**config.mk**
```make
export PLATFORM = sky130hd
export DESIGN_NAME = jrm_ctrl
export DESIGN_NICKNAME = d
export VERILOG_FILES = /design/src/design/jrm_pkg.sv /design/src/design/jrm_ctrl.sv
export SDC_FILE = /design/constraint.sdc
export NUM_CORES = 1
export LEC_CHECK = 0
export ABC_AREA = 1
export BUFFER_PORTS_ARGS = -buffer_cell sky130_fd_sc_hd__buf_2
export CAP_MARGIN = 20
export CORE_AREA = 2 2 39 41
export DETAILED_ROUTE_END_ITERATION = 12
export DIE_AREA = 0 0 41 43
export GPL_TIMING_DRIVEN = 0
export PLACE_DENSITY = 0.69
export SYNTH_ARGS = -nofsm -noshare
export SYNTH_HDL_FRONTEND = slang
export SYNTH_SLANG_ARGS = --single-unit
```
**constraint.sdc**
```tcl
create_clock -name clk -period 1.2 [get_ports clk]
set_input_delay 0.24 -clock clk [delete_from_list [all_inputs] [get_ports clk]]
set_output_delay 0.24 -clock clk [all_outputs]
set_load 0.1 [all_outputs]
```
**src/design/jrm_pkg.sv**
```systemverilog
// Package with shared constants, codes and control types of the journal replay map.
package jrm_pkg;

	// Table geometry.
	localparam int MAP_ENTRIES = 64;
	localparam int IDX_W       = (MAP_ENTRIES > 1) ? $clog2(MAP_ENTRIES) : 1;
	localparam int CNT_W       = 7;
	localparam int ENTRY_W     = 128;

	// Event operation codes.
	typedef enum logic [1:0] {
		OP_TAG    = 2'd0,
		OP_COMMIT = 2'd1,
		OP_REVOKE = 2'd2,
		OP_FINISH = 2'd3
	} op_t;

	// Result status codes.
	typedef enum logic [2:0] {
		ST_INSERTED = 3'd0,
		ST_UPDATED  = 3'd1,
		ST_DROPPED  = 3'd2,
		ST_COMMIT   = 3'd3,
		ST_REVOKE   = 3'd4,
		ST_REPLAY   = 3'd5,
		ST_NONE     = 3'd6
	} status_t;

	// Commands from the controller to the datapath.
	typedef struct packed {
		logic take;
		logic rd;
		logic inc;
		logic tag_hit;
		logic rev_mark;
		logic fin_keep;
		logic done;
	} jrm_cmd_t;

	// Status from the datapath to the controller.
	typedef struct packed {
		logic in_valid;
		op_t  in_op;
		op_t  op;
		logic used_zero;
		logic idx_last;
		logic tag_match;
		logic rev_match;
		logic qualify;
		logic pend_v;
		logic out_free;
	} jrm_stat_t;

endpackage

```
**src/design/jrm_ctrl.sv**
```systemverilog
// Controller state machine that sequences table scans and result delivery.
module jrm_ctrl
	import jrm_pkg::*;
(
	input  logic      clk,
	input  logic      arst_n,
	input  jrm_stat_t stat,
	output jrm_cmd_t  cmd
);

	typedef enum logic [3:0] {
		S_IDLE  = 4'b0001,
		S_READ  = 4'b0010,
		S_CHECK = 4'b0100,
		S_DONE  = 4'b1000
	} state_t;

	state_t state_q;
	state_t state_next;
	logic   stall;

	// A qualifying entry waits while the previous one cannot be handed out.
	assign stall = (stat.op == OP_FINISH) && stat.qualify && stat.pend_v && !stat.out_free;

	// Next state and commands.
	always_comb begin
		cmd        = '0;
		state_next = state_q;
		unique case (state_q)
			S_IDLE: begin
				cmd.take = 1'b1;
				if (stat.in_valid) begin
					state_next = ((stat.in_op == OP_COMMIT) || stat.used_zero) ? S_DONE : S_READ;
				end
			end
			S_READ: begin
				cmd.rd     = 1'b1;
				state_next = S_CHECK;
			end
			S_CHECK: begin
				if (!stall) begin
					case (stat.op)
						OP_TAG:    cmd.tag_hit  = stat.tag_match;
						OP_REVOKE: cmd.rev_mark = stat.rev_match;
						default:   cmd.fin_keep = (stat.op == OP_FINISH) && stat.qualify;
					endcase
					if (((stat.op == OP_TAG) && stat.tag_match) || stat.idx_last) begin
						state_next = S_DONE;
					end else begin
						cmd.inc    = 1'b1;
						state_next = S_READ;
					end
				end
			end
			S_DONE: begin
				if (stat.out_free) begin
					cmd.done   = 1'b1;
					state_next = S_IDLE;
				end
			end
			default: state_next = S_IDLE;
		endcase
	end

	// State register.
	always_ff @(posedge clk or negedge arst_n) begin
		if (!arst_n) begin
			state_q <= S_IDLE;
		end else begin
			state_q <= state_next;
		end
	end

endmodule

```
==> impl_metrics.yaml <==
run_status:
  status: "finished, violations left"
  violations: "negative setup slack"
finish:
  reg_top3: "state_q (4)"
  final_cell_area_um2: 823.3
  synthToLayoutAreaGrowth_pct: 120.8
  nets: 107
  insertedDiodeCount: 0
  final_cell_count_no_fill: 108
  finish.utilization: 0.5949
  drive_above_1_share: 0.6957
  largest_reg_flops: 4
  regMostFlops: "state_q"
worst_setup_path:
  slowest_delay_ps: 390
  required_ps: 960
  cp_cell_sequence: "nor2_4, nand3_4, inv_4, nand2_4, nor3_4, buf_12"
  crit_path_start_kind: "flip-flop"
  slowest_stage: "dfrtp_1"
  cp-end-kind: "output pin"
  crit_type: "reg -> out"
  crit_fanout: 4
  reg2reg_setup_slack_ps: -90
  cp.arrival_ps: 1360
synthesis:
  synth_edf_count: 0
  synth_ff_type: "dfrtp_1"
  synth_top_family_by_area: "simple AND/OR/NAND/NOR gates"
  synth_xor_area_frac: 0
  synth_fa_ha_area_frac: 0
  yosysMostFrequentCell: "nand2_1"
  yosys-top-cells-count: "nand2_1, nor2_1, inv_1, nor2_2"
  synth_compound_area_frac: 0.03356
  ys_seq_elements: 4
  netlist_instances: 58
  synthArstFlopShare: 1.000
  syn_area_per_cell_um2: 6.429
  ys_types: 17
  synth_top_area_frac: 0.2013
  synth_simple_gate_area_frac: 0.5638
  synth_area_um2: 372.9
  syn_nets: 72
  muxShareOfSynthArea: 0
  synth.area.top_cells: "dfrtp_1, nand2_1, nor2_1, inv_1, dfstp_2"
  yosysWarnings: 0
  ys_seq_area_frac: 0.2718
  post-synth-top-area-cell: "dfrtp_1"
timing:
  whs_ps: 265.6
  setup_viol: 11
  min_period_ps: 1603
  hold_violations: 0
  slew_viol_final: 0
  rsz0062_at_grt: "true"
  period_share: 1.336
  slew_headroom: 0.8611
  setup-tns-final_ps: -2639
  worstMarginPinSlew_ps: 206.8
  max_freq_ghz: 0.6238
  skew_ps: 7.120
  worst_slack_ps: -403.0
pwr:
  peakVddDrop_mv: 1.246
  leakage_nw: 0.3997
  internal_power_w: 0.0007905
  clkPwrFrac: 0.115
  p_sw_w: 0.0008409
  power.density_nw_per_um2: 1982
  pwr-share-seq: 0.157
  p_sw_frac: 0.5154
  power.share.combinational: 0.729
global_routing:
  grt.overflow.total: 0
  grt_first_pass_wirelength_mm: 1.566
  track_usage: 0.1329
  grt_max_degree: 5
  grt_pass1_vias: 399
  antenna_found_initial: 0
routing:
  viasPerCell: 4.204
  drc: 0
  drt_iter0_drc: 3
  drtPass1Iterations: 3
  wl_per_cell_um: 9.519
  ant_nets: 0
  vias: 454
  routed_wl_mm: 1.028
floorplan:
  die_h_um: 43
  coreArea_um2: 1384
  num_io_pins: 21
  die-area_um2: 1763
  initial_utilization: 0.2694
  die-width_um: 41
  rows: 14
placement:
  io_buffers: 20
  gp_congestion: 0.6712
  placed_area_um2: 555.5
  dp.final_hpwl_um: 670.7
  dp.cells: 94
job:
  drv_cap: 0
clocking:
  cts_made_buffers: 3
  clock_sinks: 4
  clkLatencyLatePin_ps: 240
  ctsHtreeMaxLevel: 1
  root_buffer: "clkbuf_4"
  cts_tree: "built"
  cts_max_path_buffers: 2
  cts.clk_slew.worst_paths_ps: 40
hold_path:
  hp-class: "in -> reg"
per-layer routing:
metal / up-vias / global-route usage / routed length (um)
li1: 238 / - / -
met1: 202 / 0.1591 / 364
met2: 14 / 0.2031 / 613
met3: 0 / 0.01571 / 50
met4: 0 / 0.1000 / 0
met5: - / 0 / 0
kinds of logic (layout without fill, tap and decap cells):
group,count (synthesis),count (layout)
and+or+nand+nor,39,39
AOI/OAI and AO/OA,2,2
DFF,4,4
buffers and inverters,13,47
area by class of cell:
type / count / area [um2]
fillers: 125 / 560.5
inverters: 13 / 62.56
well taps: 16 / 20.02
multi-input cells: 41 / 334.1
clock buffers: 4 / 26.28
flip-flops and latches: 4 / 102.6
repair buffers: 30 / 277.8
worst max-delay path, delay by kind of cell, from the launching register on:
kind / cells / cell delay, ps
DFF: 1 / 390
buffers and inverters: 2 / 290
and+or+nand+nor: 4 / 440
per-stage QoR:
step	setup WS (ps)	total power, W
2_1_floorplan	-690.4	0.0009412
3_3_place_gp	-448.8	0.001037
3_5_place_dp	-470.3	0.001051
4_1_cts	-464.0	0.001544
5_1_grt	-476.6	0.001729
6_report	-403.0	0.001631
final timing paths:
kind	start	endpoint	depth (start not counted)
setup / recovery	state_q[1]	cmd[1]	6
hold / removal	stat[11]	state_q[0]	4
setup reg to reg	state_q[0]	state_q[3]	9
hold reg to reg	state_q[3]	state_q[0]	3
max in group asynchronous	arst_n	state_q[0]	2
min in group asynchronous	arst_n	state_q[3]	2
cell usage in the layout, fill, tap and decap left out:
cell type	count
dlygate4sd3_1	1
clkinvlp_4	1
buf_6	2
buf_12	6
clkbuf_4	3
nor2_2	3
o21bai_1	1
buf_4	8
o21ai_0	1
nand3_4	2
nor2b_4	1
nor4_4	1
nand3_2	2
nand2_4	2
inv_8	1
buf_2	13
dfrtp_1	2
inv_1	8
dfstp_2	1
clkbuf_1	1
nor2_4	8
nor3_4	1
nor2_1	5
nand2_1	9
dfrtp_2	1
nand2_2	5
inv_4	1
inv_2	2
power by group through the flow:
stage	combinational [W]	sequential, W	clock, W
6_report	0.00119	0.000256	0.000187
4_1_cts	0.00111	0.000245	0.000193
3_3_place_gp	0.000790	0.000247	0
5_1_grt	0.00127	0.000259	0.000205
2_1_floorplan	0.000696	0.000246	0
3_5_place_dp	0.000800	0.000252	0
what timing repair did:
action / CTS / global route
endpoints found under the setup margin: 9 / 10
pin swaps: 7 / 10
hold buffers: 1 / 0
gates resized for setup: 34 / 10
hold endpoints to repair: 4 / 0
setup buffers: 6 / 3
gates cloned: 0 / 0
(Power assumes the default switching activity.)
